`src/dfp_pkg.sv`:
```
// Shared types, character codes and limits of the detection frame parser.
package dfp_pkg;

    // Longest frame, '$' excluded, that the parser collects
    localparam int BUFFER_SIZE = 32;
    localparam int CNT_W       = $clog2(BUFFER_SIZE);

    // Field widths
    localparam int BYTE_W  = 8;
    localparam int ACC_W   = 10;
    localparam int CLASS_W = 4;
    localparam int HCLS_W  = 3;
    localparam int SCORE_W = 7;
    localparam int X_W     = 9;
    localparam int Y_W     = 8;

    // Character codes
    localparam logic [BYTE_W-1:0] CH_START   = 8'h24;
    localparam logic [BYTE_W-1:0] CH_END     = 8'h23;
    localparam logic [BYTE_W-1:0] CH_TAG     = 8'h44;
    localparam logic [BYTE_W-1:0] CH_COMMA   = 8'h2C;
    localparam logic [BYTE_W-1:0] CH_MINUS   = 8'h2D;
    localparam logic [BYTE_W-1:0] CH_ZERO    = 8'h30;
    localparam logic [BYTE_W-1:0] CH_NINE    = 8'h39;
    localparam logic [BYTE_W-1:0] PRINT_LOW  = 8'h20;
    localparam logic [BYTE_W-1:0] PRINT_HIGH = 8'h7E;

    // Field limits
    localparam logic [ACC_W-1:0] ACC_MAX       = 10'd1023;
    localparam logic [ACC_W-1:0] ACC_SAT_LIMIT = 10'd102;
    localparam logic [ACC_W-1:0] CLASS_MAX     = 10'd4;
    localparam logic [ACC_W-1:0] SCORE_MAX     = 10'd100;
    localparam logic [ACC_W-1:0] X_MAX         = 10'd319;
    localparam logic [ACC_W-1:0] Y_MAX         = 10'd239;

    // Result status codes
    typedef enum logic [1:0] {
        ST_IGNORED   = 2'd0,
        ST_COLLECT   = 2'd1,
        ST_COMPLETE  = 2'd2,
        ST_BAD       = 2'd3
    } status_t;

    // Grammar position inside a frame
    typedef enum logic [5:0] {
        PH_TAG   = 6'b000001,
        PH_SEP   = 6'b000010,
        PH_CLASS = 6'b000100,
        PH_SCORE = 6'b001000,
        PH_X     = 6'b010000,
        PH_Y     = 6'b100000
    } phase_t;

    // One received byte between the input register and the parser
    typedef struct packed {
        logic              valid;
        logic [BYTE_W-1:0] data;
    } byte_item_t;

    // One parse result
    typedef struct packed {
        status_t                    status;
        logic signed [CLASS_W-1:0]  obj_class;
        logic [SCORE_W-1:0]         score;
        logic [X_W-1:0]             obj_col;
        logic [Y_W-1:0]             obj_row;
    } result_t;

endpackage

```
`src/dfp_in_stage.sv`:
```
// Input register of the detection frame parser.
module dfp_in_stage (
    input  logic                       aclk,
    input  logic                       aresetn,
    input  logic                       s_valid,
    output logic                       s_ready,
    input  logic [dfp_pkg::BYTE_W-1:0] s_rx_byte,
    output dfp_pkg::byte_item_t        item,
    input  logic                       item_ready
);
    import dfp_pkg::*;

    logic              valid_reg;
    logic [BYTE_W-1:0] data_reg;

    // Take a new item when empty or when the held one moves on
    assign s_ready = !valid_reg || item_ready;

    // Hold the received byte until the parser takes it
    always_ff @(posedge aclk) begin
        if (!aresetn) begin
            valid_reg <= 1'b0;
        end else if (s_ready) begin
            valid_reg <= s_valid;
        end
    end

    always_ff @(posedge aclk) begin
        if (s_ready && s_valid) begin
            data_reg <= s_rx_byte;
        end
    end

    assign item.valid = valid_reg;
    assign item.data  = data_reg;

endmodule

```
`src/dfp_parser.sv`:
```
// Frame parse state, per-byte update logic and result register.
module dfp_parser (
    input  logic                aclk,
    input  logic                aresetn,
    input  dfp_pkg::byte_item_t item,
    output logic                item_ready,
    output logic                m_valid,
    input  logic                m_ready,
    output dfp_pkg::result_t    result
);
    import dfp_pkg::*;

    // Parse state
    logic              collecting_reg, collecting_next;
    logic [CNT_W-1:0]  count_reg, count_next;
    phase_t            phase_reg, phase_next;
    logic              bad_reg, bad_next;
    logic              neg_reg, neg_next;
    logic              seen_reg, seen_next;
    logic [ACC_W-1:0]  acc_reg, acc_next;
    logic [HCLS_W-1:0] hcls_reg, hcls_next;
    logic [SCORE_W-1:0] hscore_reg, hscore_next;
    logic [X_W-1:0]    hx_reg, hx_next;

    // Result register
    logic              out_valid_reg;
    result_t           out_reg, out_next;

    logic              advance;

    // Range check of the current field for a given phase
    function automatic logic field_ok(phase_t ph, logic seen, logic neg,
                                      logic [ACC_W-1:0] acc);
        logic in_range;
        in_range = 1'b0;
        case (ph)
            PH_CLASS: in_range = neg ? (acc <= 10'd1) : (acc <= CLASS_MAX);
            PH_SCORE: in_range = neg ? (acc == '0) : (acc <= SCORE_MAX);
            PH_X:     in_range = neg ? (acc == '0) : (acc <= X_MAX);
            PH_Y:     in_range = neg ? (acc == '0) : (acc <= Y_MAX);
            default:  in_range = 1'b0;
        endcase
        return seen && in_range;
    endfunction

    assign item_ready = !out_valid_reg || m_ready;
    assign advance    = item.valid && item_ready;

    // Work out the next parse state and the result of one byte
    always_comb begin
        logic [BYTE_W-1:0] b;
        logic [ACC_W+2:0]  acc_wide;
        logic              y_ok;
        logic signed [CLASS_W-1:0] cls;

        b        = item.data;
        acc_wide = {acc_reg, 3'b000} + {2'b00, acc_reg, 1'b0}
                 + {{(ACC_W-1){1'b0}}, 4'(b - CH_ZERO)};
        y_ok     = field_ok(PH_Y, seen_reg, neg_reg, acc_reg);
        cls      = $signed({1'b0, hcls_reg}) - 4'sd1;

        collecting_next = collecting_reg;
        count_next      = count_reg;
        phase_next      = phase_reg;
        bad_next        = bad_reg;
        neg_next        = neg_reg;
        seen_next       = seen_reg;
        acc_next        = acc_reg;
        hcls_next       = hcls_reg;
        hscore_next     = hscore_reg;
        hx_next         = hx_reg;

        out_next          = '0;
        out_next.status   = ST_IGNORED;

        if (b == CH_START) begin
            // Open or restart a frame
            collecting_next = 1'b1;
            count_next      = '0;
            phase_next      = PH_TAG;
            bad_next        = 1'b0;
            neg_next        = 1'b0;
            seen_next       = 1'b0;
            acc_next        = '0;
            out_next.status = ST_COLLECT;
        end else if (!collecting_reg) begin
            out_next.status = ST_IGNORED;
        end else if (b == CH_END) begin
            // Close the frame and report it
            out_next.status = ST_BAD;
            if (!bad_reg && phase_reg == PH_Y && y_ok) begin
                if (!(hcls_reg == '0 &&
                      (hscore_reg != '0 || hx_reg != '0 || acc_reg != '0))) begin
                    out_next.status    = ST_COMPLETE;
                    out_next.obj_class = cls;
                    out_next.score     = hscore_reg;
                    out_next.obj_col   = hx_reg;
                    out_next.obj_row   = acc_reg[Y_W-1:0];
                end
            end
            collecting_next = 1'b0;
            count_next      = '0;
            phase_next      = PH_TAG;
            bad_next        = 1'b0;
            neg_next        = 1'b0;
            seen_next       = 1'b0;
            acc_next        = '0;
        end else if (b < PRINT_LOW || b > PRINT_HIGH ||
                     count_reg >= CNT_W'(BUFFER_SIZE - 1)) begin
            // Abort on a non-printable byte or an overlong frame
            collecting_next = 1'b0;
            count_next      = '0;
            phase_next      = PH_TAG;
            bad_next        = 1'b0;
            neg_next        = 1'b0;
            seen_next       = 1'b0;
            acc_next        = '0;
            out_next.status = ST_BAD;
        end else begin
            // Advance the grammar by one printable byte
            count_next      = count_reg + CNT_W'(1);
            out_next.status = ST_COLLECT;
            if (!bad_reg) begin
                case (phase_reg)
                    PH_TAG: begin
                        if (b == CH_TAG) phase_next = PH_SEP;
                        else bad_next = 1'b1;
                    end
                    PH_SEP: begin
                        if (b == CH_COMMA) phase_next = PH_CLASS;
                        else bad_next = 1'b1;
                    end
                    PH_CLASS, PH_SCORE, PH_X, PH_Y: begin
                        if (b == CH_COMMA && phase_reg != PH_Y) begin
                            if (!field_ok(phase_reg, seen_reg, neg_reg, acc_reg)) begin
                                bad_next = 1'b1;
                            end else begin
                                case (phase_reg)
                                    PH_CLASS: begin
                                        hcls_next  = neg_reg ? (acc_reg[0] ? 3'd0 : 3'd1)
                                                   : acc_reg[HCLS_W-1:0] + 3'd1;
                                        phase_next = PH_SCORE;
                                    end
                                    PH_SCORE: begin
                                        hscore_next = acc_reg[SCORE_W-1:0];
                                        phase_next  = PH_X;
                                    end
                                    default: begin
                                        hx_next    = acc_reg[X_W-1:0];
                                        phase_next = PH_Y;
                                    end
                                endcase
                                neg_next  = 1'b0;
                                seen_next = 1'b0;
                                acc_next  = '0;
                            end
                        end else if (b == CH_MINUS && !seen_reg && !neg_reg) begin
                            neg_next = 1'b1;
                        end else if (b >= CH_ZERO && b <= CH_NINE) begin
                            if (acc_reg > ACC_SAT_LIMIT || acc_wide > {3'b000, ACC_MAX}) begin
                                acc_next = ACC_MAX;
                            end else begin
                                acc_next = acc_wide[ACC_W-1:0];
                            end
                            seen_next = 1'b1;
                        end else begin
                            bad_next = 1'b1;
                        end
                    end
                    default: bad_next = 1'b1;
                endcase
            end
        end
    end

    // Update parse state on each accepted item
    always_ff @(posedge aclk) begin
        if (!aresetn) begin
            collecting_reg <= 1'b0;
            count_reg      <= '0;
            phase_reg      <= PH_TAG;
            bad_reg        <= 1'b0;
            neg_reg        <= 1'b0;
            seen_reg       <= 1'b0;
            acc_reg        <= '0;
            hcls_reg       <= '0;
            hscore_reg     <= '0;
            hx_reg         <= '0;
        end else if (advance) begin
            collecting_reg <= collecting_next;
            count_reg      <= count_next;
            phase_reg      <= phase_next;
            bad_reg        <= bad_next;
            neg_reg        <= neg_next;
            seen_reg       <= seen_next;
            acc_reg        <= acc_next;
            hcls_reg       <= hcls_next;
            hscore_reg     <= hscore_next;
            hx_reg         <= hx_next;
        end
    end

    // Hold the result until taken
    always_ff @(posedge aclk) begin
        if (!aresetn) begin
            out_valid_reg <= 1'b0;
        end else if (item_ready) begin
            out_valid_reg <= item.valid;
        end
    end

    always_ff @(posedge aclk) begin
        if (advance) begin
            out_reg <= out_next;
        end
    end

    assign m_valid = out_valid_reg;
    assign result  = out_reg;

endmodule

```
`src/detection_frame_parser_core.sv`:
```
// Top level of the detection frame parser.
//
//   channel   direction   handshake          payload
//   s_        in          s_valid/s_ready    s_rx_byte
//   m_        out         m_valid/m_ready    m_status, m_obj_class, m_score,
//                                            m_obj_col, m_obj_row
//
// An accepted byte is held in the input register; the parser step then
// loads the result register from it, and one item per cycle is sustained
// while m_ready does not stall the result.
// The per-byte grammar step and multiply-by-ten accumulate sit between them.
// aresetn is synchronous and clears the parse state and both valid flags.
// A stalled m_ready holds the result; the input register keeps taking items
// until both registers are full.
module detection_frame_parser_core (
    input  logic                                aclk,
    input  logic                                aresetn,
    input  logic                                s_valid,
    output logic                                s_ready,
    input  logic [dfp_pkg::BYTE_W-1:0]          s_rx_byte,
    output logic                                m_valid,
    input  logic                                m_ready,
    output logic [1:0]                          m_status,
    output logic signed [dfp_pkg::CLASS_W-1:0]  m_obj_class,
    output logic [dfp_pkg::SCORE_W-1:0]         m_score,
    output logic [dfp_pkg::X_W-1:0]             m_obj_col,
    output logic [dfp_pkg::Y_W-1:0]             m_obj_row
);
    import dfp_pkg::*;

    byte_item_t item;
    logic       item_ready;
    result_t    result;

    dfp_in_stage u_in_stage (
        .aclk       (aclk),
        .aresetn    (aresetn),
        .s_valid    (s_valid),
        .s_ready    (s_ready),
        .s_rx_byte  (s_rx_byte),
        .item       (item),
        .item_ready (item_ready)
    );

    dfp_parser u_parser (
        .aclk       (aclk),
        .aresetn    (aresetn),
        .item       (item),
        .item_ready (item_ready),
        .m_valid    (m_valid),
        .m_ready    (m_ready),
        .result     (result)
    );

    // Spread the result onto its ports
    assign m_status    = result.status;
    assign m_obj_class = result.obj_class;
    assign m_score     = result.score;
    assign m_obj_col   = result.obj_col;
    assign m_obj_row   = result.obj_row;

endmodule

```
`config.mk`:
```
export PLATFORM = sky130hd
export DESIGN_NAME = detection_frame_parser_core
export DESIGN_NICKNAME = d
export VERILOG_FILES = /design/src/dfp_pkg.sv /design/src/dfp_in_stage.sv /design/src/dfp_parser.sv /design/src/detection_frame_parser_core.sv
export SDC_FILE = /design/constraint.sdc
export NUM_CORES = 1
export LEC_CHECK = 0
export BUFFER_PORTS_ARGS = -buffer_cell sky130_fd_sc_hd__buf_4
export CORE_ASPECT_RATIO = 0.9
export CORE_UTILIZATION = 45
export CTS_CLUSTER_DIAMETER = 100
export DETAILED_ROUTE_END_ITERATION = 16
export PLACE_DENSITY = 0.66
export SLEW_MARGIN = 25
export SYNTH_ARGS = -nofsm -noshare
export SYNTH_HDL_FRONTEND = slang
export SYNTH_SLANG_ARGS = --single-unit
```
`constraint.sdc`:
```
create_clock -name aclk -period 2.55 [get_ports aclk]
set_input_delay 0.1275 -clock aclk [delete_from_list [all_inputs] [get_ports aclk]]
set_output_delay 0.1275 -clock aclk [all_outputs]
set_load 0.03 [all_outputs]
```
==> summary.md, run 1 <==
| Metric | Value |
|---|---|
| Ys flop type | dfxtp_1 |
| Ys Warns | 0 |
| Syn Nets | 473 |
| Crit path kind | register to register |
| Max-cap viol count | 0 |
| Hold WS | around 58 ps |
| Most frequent cell after synthesis | nor2_1 |
| Total power draw | 2.60 mW |
| Sequential area share after synthesis | a little under half |
| Gate count after technology mapping | 432 |
| Tcrit/Tclk final | 106% |
| Vias in the first global route | ~3300 |
| GP Congestion | ~0.85 |
| RSZ-0062 raised after global routing | yes |
| Fin area | 5590 sq um |
| Fmax | 0.371 GHz |
| Starting Density | 47.3% |
| Routed via count | 3496 |
| Clk network pwr share | 36.3% |
| Clock Latency Late Sink | 360 ps |
| Site Rows | 33 |
| First-pass GRT wire length | 16000 microns |
| Synth top area share | 26.0% |
| Final ANT Viol Nets | 0 |
| Die H | 95.7 microns |
| Fin nets | 565 |
| Routed vias/inst | 5.37 |
| Routed length per instance | 14.8 microns |
| Hold/Removal Path Class | primary input to register |
| R2R Setup Slk | -140 ps |
| Clock root buffer | clkbuf_8 |
| Die W | 106 microns |
| Largest net degree at the start of global routing | 32 |
| Library cells used by synthesis | 61 |
| Psw | 0.690 mW |
| Area leader, netlist | edfxtp_1 |
| Die area | between 10000 and 15000 sq um |
| Core area | 9290 sq um |
| Share of cells above drive strength 1 | 27.2% |
| Drt total wl | 9640 microns |
| Most frequent cells after synthesis | nor2_1, dfxtp_1, edfxtp_1 |
| Seq pwr share | 56.0% |
| Htree depth | 3 |
| CTS tree | built |
| Final hold viol count | 0 |
| Synth-to-layout area growth | 27.3% |
| Final setup viols | 10 |
| ANT cells | 0 |
| Critical-path cell list | fa_1 > ha_1 > a21oi_2 > o211ai_1 > o41a_1 > buf_4 > o211ai_1 > buf_4 > nor3_1 > o2bb2ai_1 |
| #FFs+latches synth | 84 |
| Cts bufs inserted | 9 |
| Status | finished with violations |
| Pins Over Slew Limit | 0 |
| PortBufs | 43 |
| Initial drt markers | 151 |
| Antenna violations before repair | 0 |
| Startpoint type of the worst setup path | register |
| Internal power | 1.91 mW |
| Syn_area_per_cell | 10.2 sq um |
| Total GRT Usage | 20.2% |
| Drt pass-1 iters | 5 |
| Failing checks | setup timing |
| Crit path max fanout | 10 |
| Worst VDD drop | 0.000322 V |
| Clock buffer depth | 2 |
| Clock Skew | 6.45 ps |
| DRC Markers | 0 |
| Crit-path max cell delay | 490 ps |
| Slew HR | 47.9% |
| Crit. End Element | register |
| Top cells by area, synth | edfxtp_1, dfxtp_1, ha_1 |
| I/O Pins | 44 |
| Post-synth EDFFs | 38 |
| DP Area | about 5100 sq um |
| Mapped cell area | 4390 sq um |
| Max reg flops | 30 |
| Data arrival time of the worst path | 2990 ps |
| Pwr/cell area | 464 nW/um^2 |
| Switch share | 26.6% |
| GRT overflow | 0 |
| Setup WS post-layout | -144 ps |
| Util after Layout | about three fifths |
| Measured slew at the worst slew-check pin | 781 ps |
| HPWL Detailed | slightly below 7000 microns |
| Dpl ws | -129 ps |
| Critical Path RT | 2840 ps |
| Async set-reset flop share out of synthesis | 0% |
| Comb power frac | 7.7% |
| Crit path time final | 2690 ps |
| CP max-delay cell | fa_1 |
| Sink Count | 84 |
| Register clock-pin slew on the reported worst setup and hold paths | 100 ps |
| Leak | 2.15 nW |
[what timing repair did]
action                     CTS  global route
pin swaps                    3             5
cloned                       2             0
setup buffers                4             2
hold buffers                 9             0
setup endpoints to repair   33            37
gates resized for setup     10            28
hold endpoints to repair     9             0
[cell type report]
cell class,count,area (sq um)
Fill cell,787,3700
Inverter,16,60.1
Clock inverter,7,76.3
Multi-Input combinational cell,318,2360
Timing Repair Buffer,95,749
Sequential cell,84,2070
Tap cell,122,153
Clock buffer,9,124
[path summary, 6_finish.rpt]
path,from,endpoint,cells after the start
worst max-delay path,u_in_stage.data_reg[3],u_parser.acc_reg[8],10
worst max register to register,u_in_stage.data_reg[3],u_parser.acc_reg[8],10
worst min-delay path,m_ready,u_parser.m_valid,4
worst min register to register,u_parser.hcls_reg[2],u_parser.hcls_reg[2],2
[critical path, delay by kind of cell, from the launching register on]
kind | cells | cell delay, ps
buf+inv | 2 | 370
compound gates | 5 | 950
simple gates | 1 | 70
flops | 1 | 420
fa+ha+maj | 2 | 830
[power by group through the flow]
stage / Combinational, mW / Clock, mW / Sequential [mW]
final: 0.201 / 0.942 / 1.45
after global placement: 0.180 / 0 / 1.48
after detailed placement: 0.182 / 0 / 1.48
after global routing: 0.215 / 1.02 / 1.46
after CTS: 0.194 / 0.972 / 1.45
after floorplan: 0.0502 / 0 / 1.54
[logic make-up (layout without fill, tap and decap cells)]
kind of cell | after synthesis | count (layout) | synth area share (%)
xor gates and xnor gates | 11 | 11 | 2.19
buffers and inverters | 30 | 127 | 2.85
and+or+nand+nor | 190 | 190 | 23.7
DFF | 84 | 84 | 46.9
muxes | 26 | 26 | 5.92
AOI/OAI and AO/OA | 62 | 62 | 9.77
adders and majority gates | 29 | 29 | 8.60
[layout by cell type (no fill, tap or decap), types with 12 or more instances in the layout]
master,count
and2_1,23
buf_4,83
dfxtp_1,42
edfxtp_1,38
ha_1,24
inv_1,16
mux2i_1,25
nand2_1,24
nand3_1,12
nor2_1,50
nor3_1,19
[per-layer routing]
metal / track usage, % / share of wire (%) / up-vias
li1: - / - / 1775
met1: 27.1 / 48 / 1633
met2: 33.5 / 47 / 82
met3: 3.99 / 4.2 / 6
met4: 5.32 / 0.82 / 0
met5: 0 / 0 / -
[stage by stage]
| stage | cells | TNS (ps) |
|---|---|---|
| 2_1_floorplan | 432 | -261 |
| 3_3_place_gp | 618 | -1070 |
| 3_5_place_dp | 618 | -1400 |
| 4_1_cts | 649 | -711 |
| 5_1_grt | 651 | -3350 |
| 6_report | 651 | -1170 |
No activity file was read; power rests on OpenSTA's default activity.
==> run 2: changes to the inputs <==
- PLACE_DENSITY: 0.66 -> 0.75
==> summary.md, run 2 (synthesis results as in run 1) <==
| Metric | Value |
|---|---|
| Core area | 9290 sq um (unchanged) |
| Max-cap viol count | 0 (unchanged) |
| Hold WS | 86.1 ps (was 58.0 ps) |
| Pwr/cell area | 465 nW/um^2 (was 464 nW/um^2) |
| Status | finished with violations (unchanged) |
| Final hold viol count | 0 (unchanged) |
| Synth-to-layout area growth | 26.6% (was 27.3%) |
| DRC Markers | 0 (unchanged) |
| Tcrit/Tclk final | 104% (was 106%) |
| Drt total wl | 9550 microns (was 9640 microns) |
| Drt pass-1 iters | 4 (was 5) |
| RSZ-0062 raised after global routing | yes (unchanged) |
| Final ANT Viol Nets | 0 (unchanged) |
| Measured slew at the worst slew-check pin | 814 ps (was 781 ps) |
| Largest net degree at the start of global routing | 32 (unchanged) |
| Htree depth | 3 (unchanged) |
| Crit. End Element | register (unchanged) |
| Initial drt markers | 147 (was 151) |
| Starting Density | 47.3% (unchanged) |
| Max reg flops | 30 (unchanged) |
| Crit path time final | 2650 ps (was 2690 ps) |
| Cts bufs inserted | 9 (unchanged) |
| Routed via count | 3570 (was 3496) |
| ANT cells | 0 (unchanged) |
| DP Area | 5070 sq um (was 5100 sq um) |
| Antenna violations before repair | 0 (unchanged) |
| Startpoint type of the worst setup path | register (unchanged) |
| PortBufs | 43 (unchanged) |
| Slew HR | 45.7% (was 47.9%) |
| Util after Layout | 59.9% (was 60.2%) |
| Routed length per instance | 14.8 microns (about the same) |
| Fmax | 0.377 GHz (was 0.371 GHz) |
| CTS tree | built (unchanged) |
| Clock Latency Late Sink | 350 ps (was 360 ps) |
| Routed vias/inst | 5.53 (was 5.37) |
| Share of cells above drive strength 1 | 26.0% (was 27.2%) |
| Failing checks | setup timing (unchanged) |
| Setup WS post-layout | -103 ps (was -144 ps) |
| Crit path kind | register to register (unchanged) |
| Fill count | 786 (was 787) |
| Crit path max fanout | 10 (unchanged) |
| GP Congestion | 0.918 (was 0.848) |
| Clock root buffer | clkbuf_8 (unchanged) |
| Hold/Removal Path Class | primary input to register (unchanged) |
| Die W | 106 microns (unchanged) |
| Data arrival time of the worst path | 2880 ps (was 2990 ps) |
| Layout Cells excl Fill | 645 (was 651) |
| Die H | 95.7 microns (unchanged) |
| Worst VDD drop | 0.000278 V (was 0.000322 V) |
| Most frequent cells in the layout | buf_4, nor2_1, dfxtp_1 (unchanged) |
| Fin area | 5560 sq um (was 5590 sq um) |
| Sink Count | 84 (unchanged) |
| Vias in the first global route | 3377 (was 3296) |
| GRT overflow | 0 (unchanged) |
| Dpl ws | -287 ps (was -129 ps) |
| HPWL Detailed | 6830 microns (was 6750 microns) |
| Site Rows | 33 (unchanged) |
| I/O Pins | 44 (unchanged) |
| Cells after DPL | 615 (was 618) |
| Critical Path RT | 2780 ps (was 2840 ps) |
| Final setup viols | 10 (unchanged) |
| Most common cell after layout, fill and taps aside | buf_4 (unchanged) |
| Clock buffer depth | 2 (unchanged) |
| Pins Over Slew Limit | 0 (unchanged) |
| Register clock-pin slew on the reported worst setup and hold paths | 90 ps (was 100 ps) |
| Leak | 2.13 nW (was 2.15 nW) |
| Fin nets | 559 (was 565) |
| Die area | 10200 sq um (unchanged) |
| First-pass GRT wire length | 15900 microns (was 16000 microns) |
| Clock Skew | 9.36 ps (was 6.45 ps) |
| Total GRT Usage | 20.2% (about the same) |
[run 2: changes by cell type in the layout (fill, tap and decap cells not counted), moves of 2 or more]
cell	previous run	this run
buf_4	83	78
clkinvlp_4	0	2
inv_8	3	0
ha_1	24	26
ha_2	2	0
o21ai_2	1	3
[run 2: layer usage]
| metal | part of all wire (%) | GRT usage (%) | vias up |
|---|---|---|---|
| li1 | - | - | 1768 |
| met1 | 46 | 26.2 | 1683 |
| met2 | 48 | 34.7 | 107 |
| met3 | 4.8 | 3.05 | 12 |
| met4 | 1.3 | 6.94 | 0 |
| met5 | 0 | 0 | - |
[run 2: stage by stage]
step	total power [mW]	TNS [ps]
2_1_floorplan	1.59	-261
3_3_place_gp	1.66	-1240
3_5_place_dp	1.66	-3280
4_1_cts	2.61	-846
5_1_grt	2.68	-3110
6_report	2.59	-816
[run 2: path summary, 6_finish.rpt]
check | to | depth (start not counted) | slack, ps | start
worst max register to register | u_parser.acc_reg[9] | 10 | -100 | u_in_stage.data_reg[3]
worst min-delay path | u_parser.m_valid | 4 | 90 | m_ready
worst max-delay path | u_parser.acc_reg[9] | 10 | -100 | u_in_stage.data_reg[3]
worst min register to register | u_parser.hcls_reg[2] | 2 | 470 | u_parser.hcls_reg[2]
[run 2: final cells by class]
| class | count | area (sq um) | area share [%] |
|---|---|---|---|
| inverter | 16 | 60.1 | 1.08 |
| sequential | 84 | 2070 | 37.1 |
| tap | 122 | 153 | 2.74 |
| multi-input combinational | 319 | 2390 | 43.0 |
| clock buffer | 9 | 124 | 2.23 |
| clock inverter | 7 | 75.1 | 1.35 |
| timing repair buffer | 88 | 696 | 12.5 |
[run 2: power breakdown]
group	internal (mW)	leakage (nW)	switching, mW
registers	1.44	0.713	0.0163
clock network	0.457	0.0939	0.482
logic	0.0774	1.32	0.118
total	1.97	2.13	0.616
[run 2: what timing repair did]
item                                    in CTS  in global routing
pin swaps                                    2                  4
endpoints found under the setup margin      27                 51
resized for setup                           12                 26
cloned                                       2                  0
buffers inserted                             2                  3
hold endpoints to repair                     9                  0
hold buffers                                 9                  0
[run 2: critical path: stages (launching register included)]
cell and delay (ps):
edfxtp_1 420, fa_1 470, ha_1 330, a21oi_2 160, o211ai_1 140, o41a_1 360
nand4b_1 110, o211ai_1 90, buf_4 190, nor3_1 180, o22ai_1 100
==> run 3: changes to the inputs <==
- SLEW_MARGIN: 25 -> default
- SYNTH_HIERARCHICAL: default -> 1
==> summary.md, run 3 <==
| Metric | Value |
|---|---|
| Tcrit/Tclk final | 107% (was 104%) |
| Setup WS post-layout | -186 ps (was -103 ps) |
| PortBufs | 43 (unchanged) |
| Most frequent cells in the layout | buf_4, dfxtp_1, edfxtp_1 (was buf_4, nor2_1, dfxtp_1) |
| Post-Synth Simple-Gate Area | 24.2% (was 23.7%) |
| Most frequent cells after synthesis | dfxtp_1, edfxtp_1, nand2_1 (was nor2_1, dfxtp_1, edfxtp_1) |
| Max reg flops | 30 (unchanged) |
| I/O Pins | 44 (unchanged) |
| Reg-to-Reg End | u_parser/acc_reg[2] (was u_parser.acc_reg[9]) |
| Post-synth EDFFs | 38 (unchanged) |
| Fill count | 728 (was 786) |
| Area leader, netlist | edfxtp_1 (unchanged) |
| Antenna violations before repair | 0 (unchanged) |
| Drt total wl | 10700 microns (was 9550 microns) |
| Hold WS | 30.4 ps (was 86.1 ps) |
| Worst hold start | s_valid (was m_ready) |
| Synth Area in XOR/XNOR | 2.32% (was 2.19%) |
| Site Rows | 34 (was 33) |
| Starting Density | 46.6% (was 47.3%) |
| Mapped cell area | 4540 sq um (was 4390 sq um) |
| Adder-Cell Fraction of Synth Area | 8.33% (was 8.60%) |
| End point of the critical path | u_parser/acc_reg[2] (was u_parser.acc_reg[9]) |
| Library cells used by synthesis | 62 (was 61) |
| Worst r2r src | u_in_stage/data_reg[3] (was u_in_stage.data_reg[3]) |
| Htree depth | 3 (unchanged) |
| Share of cells above drive strength 1 | 36.9% (was 26.0%) |
| Synth top area share | 25.2% (was 26.0%) |
| Ys flop type | dfxtp_1 (unchanged) |
| Initial drt markers | 165 (was 147) |
| Synth-to-layout area growth | 36.9% (was 26.6%) |
| Worst VDD drop | 0.000333 V (was 0.000278 V) |
| Core area | 9740 sq um (was 9290 sq um) |
| Clock buffer depth | 2 (unchanged) |
| Compound-Gate Fraction of Synth Area | 11.2% (was 9.77%) |
| Ys Warns | 6 (was 0) |
| #FFs+latches synth | 84 (unchanged) |
| ANT cells | 0 (unchanged) |
| Sequential area share after synthesis | 45.4% (was 46.9%) |
| Die H | 97.3 microns (was 95.7 microns) |
| Startpoint type of the worst setup path | register (unchanged) |
| Util after Layout | 63.8% (was 59.9%) |
| Slew HR | 66.2% (was 45.7%) |
| CTS tree | built (unchanged) |
| Leak | 2.60 nW (was 2.13 nW) |
| Clock Skew | 7.38 ps (was 9.36 ps) |
| Die area | 10500 sq um (was 10200 sq um) |
| Cts bufs inserted | 9 (unchanged) |
| CP max-delay cell | fa_1 (unchanged) |
| Crit. End Element | register (unchanged) |
| Total power draw | 2.59 mW (about the same) |
| Sink Count | 84 (unchanged) |
| Routed length per instance | 15.4 microns (was 14.8 microns) |
| Max-cap viol count | 0 (unchanged) |
| Drt pass-1 iters | 5 (was 4) |
| First-pass GRT wire length | 17600 microns (was 15900 microns) |
| Gate count after technology mapping | 437 (was 432) |
| Largest family of logic cells by synthesized area | simple AND/OR/NAND/NOR gates (unchanged) |
| Crit path time final | 2740 ps (was 2650 ps) |
| RSZ-0062 raised after global routing | yes (unchanged) |
| Clock Latency Late Sink | 350 ps (about the same) |
| Syn Nets | 478 (was 473) |
| Clock root buffer | clkbuf_8 (unchanged) |
| Final ANT Viol Nets | 0 (unchanged) |
| Crit-path max cell delay | 520 ps (was 470 ps) |
| Vias in the first global route | 3871 (was 3377) |
| Total GRT Usage | 21.1% (was 20.2%) |
| Top cells by area, synth | edfxtp_1, dfxtp_1, ha_1 (unchanged) |
| Status | finished with violations (unchanged) |
| Critical Path RT | 2790 ps (was 2780 ps) |
| Routed vias/inst | 5.50 (was 5.53) |
| Pins Over Slew Limit | 0 (unchanged) |
| Fin nets | 603 (was 559) |
| Cells on worst reg2reg path | 10 (unchanged) |
| GRT overflow | 0 (unchanged) |
| Final hold viol count | 0 (unchanged) |
| DRC Markers | 0 (unchanged) |
| Crit path kind | register to register (unchanged) |
| Final setup viols | 44 (was 10) |
| Die W | 108 microns (was 106 microns) |
| Pwr/cell area | 417 nW/um^2 (was 465 nW/um^2) |
| Most frequent cell after synthesis | dfxtp_1 (was nor2_1) |
| HPWL Detailed | 7380 microns (was 6830 microns) |
| Failing checks | setup timing (unchanged) |
| Mux contribution to synthesized area | 5.07% (was 5.92%) |
| Fmax | 0.366 GHz (was 0.377 GHz) |
| Critical-path cell list | fa_1 > inv_1 > fa_2 > nor2b_4 > o2111ai_4 > nand4b_1 > and3_4 > a2bb2oi_4 > nand3b_1 > a22o_1 (was fa_1 > ha_1 > a21oi_2 > o211ai_1 > o41a_1 > nand4b_1 > o211ai_1 > buf_4 > nor3_1 > o22ai_1) |
| Fin area | 6210 sq um (was 5560 sq um) |
| Dpl ws | -189 ps (was -287 ps) |
| Measured slew at the worst slew-check pin | 502 ps (was 814 ps) |
| CP Launch Point | u_in_stage/data_reg[3] (was u_in_stage.data_reg[3]) |
| Hold/Removal Path Class | primary input to register (unchanged) |
| Async set-reset flop share out of synthesis | 0% (unchanged) |
| Syn_area_per_cell | 10.4 sq um (was 10.2 sq um) |
| Crit path max fanout | 5 (was 10) |
| R2R Setup Slk | -190 ps (was -100 ps) |
| Most common cell after layout, fill and taps aside | buf_4 (unchanged) |
| Register clock-pin slew on the reported worst setup and hold paths | 100 ps (was 90 ps) |
| Largest net degree at the start of global routing | 35 (was 32) |
| GP Congestion | 0.876 (was 0.918) |
| Data arrival time of the worst path | 2980 ps (was 2880 ps) |
| DP Area | 5510 sq um (was 5070 sq um) |
| Routed via count | 3814 (was 3570) |
## run 3: cell count changes in the layout (fill, tap and decap cells not counted), sizes merged, moves of 10 or more
cell / before / now
nor2b: 3 / 23
nor2: 54 / 23
buf: 79 / 124
a22o: 0 / 10
nor3: 26 / 11
## run 3: final cells by class
class | instances | area [sq um] | share of cell area [%]
clock buffer | 9 | 124 | 1.99
inverter | 15 | 60.1 | 0.967
clock inverter | 7 | 76.3 | 1.23
sequential | 84 | 2070 | 33.3
tap | 126 | 158 | 2.54
timing repair buffer | 132 | 1050 | 16.8
multi-input combinational | 320 | 2680 | 43.1
## run 3: kinds of logic after synthesis
| logic type | count (synthesis) |
|---|---|
| AO/OA/AOI/OAI | 69 |
| XOR/XNOR | 12 |
| adder cells (fa/ha/maj) | 29 |
| buffers and inverters | 34 |
| flip-flops | 84 |
| multiplexers | 23 |
| AND/OR/NAND/NOR | 186 |
## run 3: worst min path at each step
stage,end,depth (start not counted)
final,u_in_stage/valid_reg,3
after CTS,u_in_stage/valid_reg,3
after global routing,u_in_stage/valid_reg,3
after floorplan,u_in_stage/data_reg[0],0
after global placement,u_in_stage/data_reg[6],1
after detailed placement,u_in_stage/data_reg[6],1
## run 3: metal layers
metal | track usage (%) | routed length (microns)
met4 | 5.69 | 184
met3 | 4.23 | 447
met1 | 26.5 | 4680
met2 | 36.4 | 5350
met5 | 0 | 0
## run 3: repair_timing
action	4_1_cts	5_1_grt
resized for setup	26	43
hold endpoints to repair	8	0
pin swaps	16	20
buffers inserted	3	7
setup endpoints to repair	57	61
cloned	3	1
hold buffers	8	0
## run 3: stage by stage
step	setup TNS (ps)	instances
4_1_cts	-1820	688
3_3_place_gp	-1740	658
2_1_floorplan	0	437
3_5_place_dp	-4400	658
6_report	-3540	693
5_1_grt	-8150	693
## run 3: power breakdown
part,internal (mW),switching (mW)
sequential,1.44,0.0120
combinational,0.0916,0.118
clock,0.388,0.546
total,1.92,0.676
## run 3: worst max-delay path: cells and delay by family (launching register included)
kind,cells,cell delay [ps]
flops,1,430
simple gates,4,680
compound gates,3,570
fa+ha+maj,2,890
buf+inv,1,60
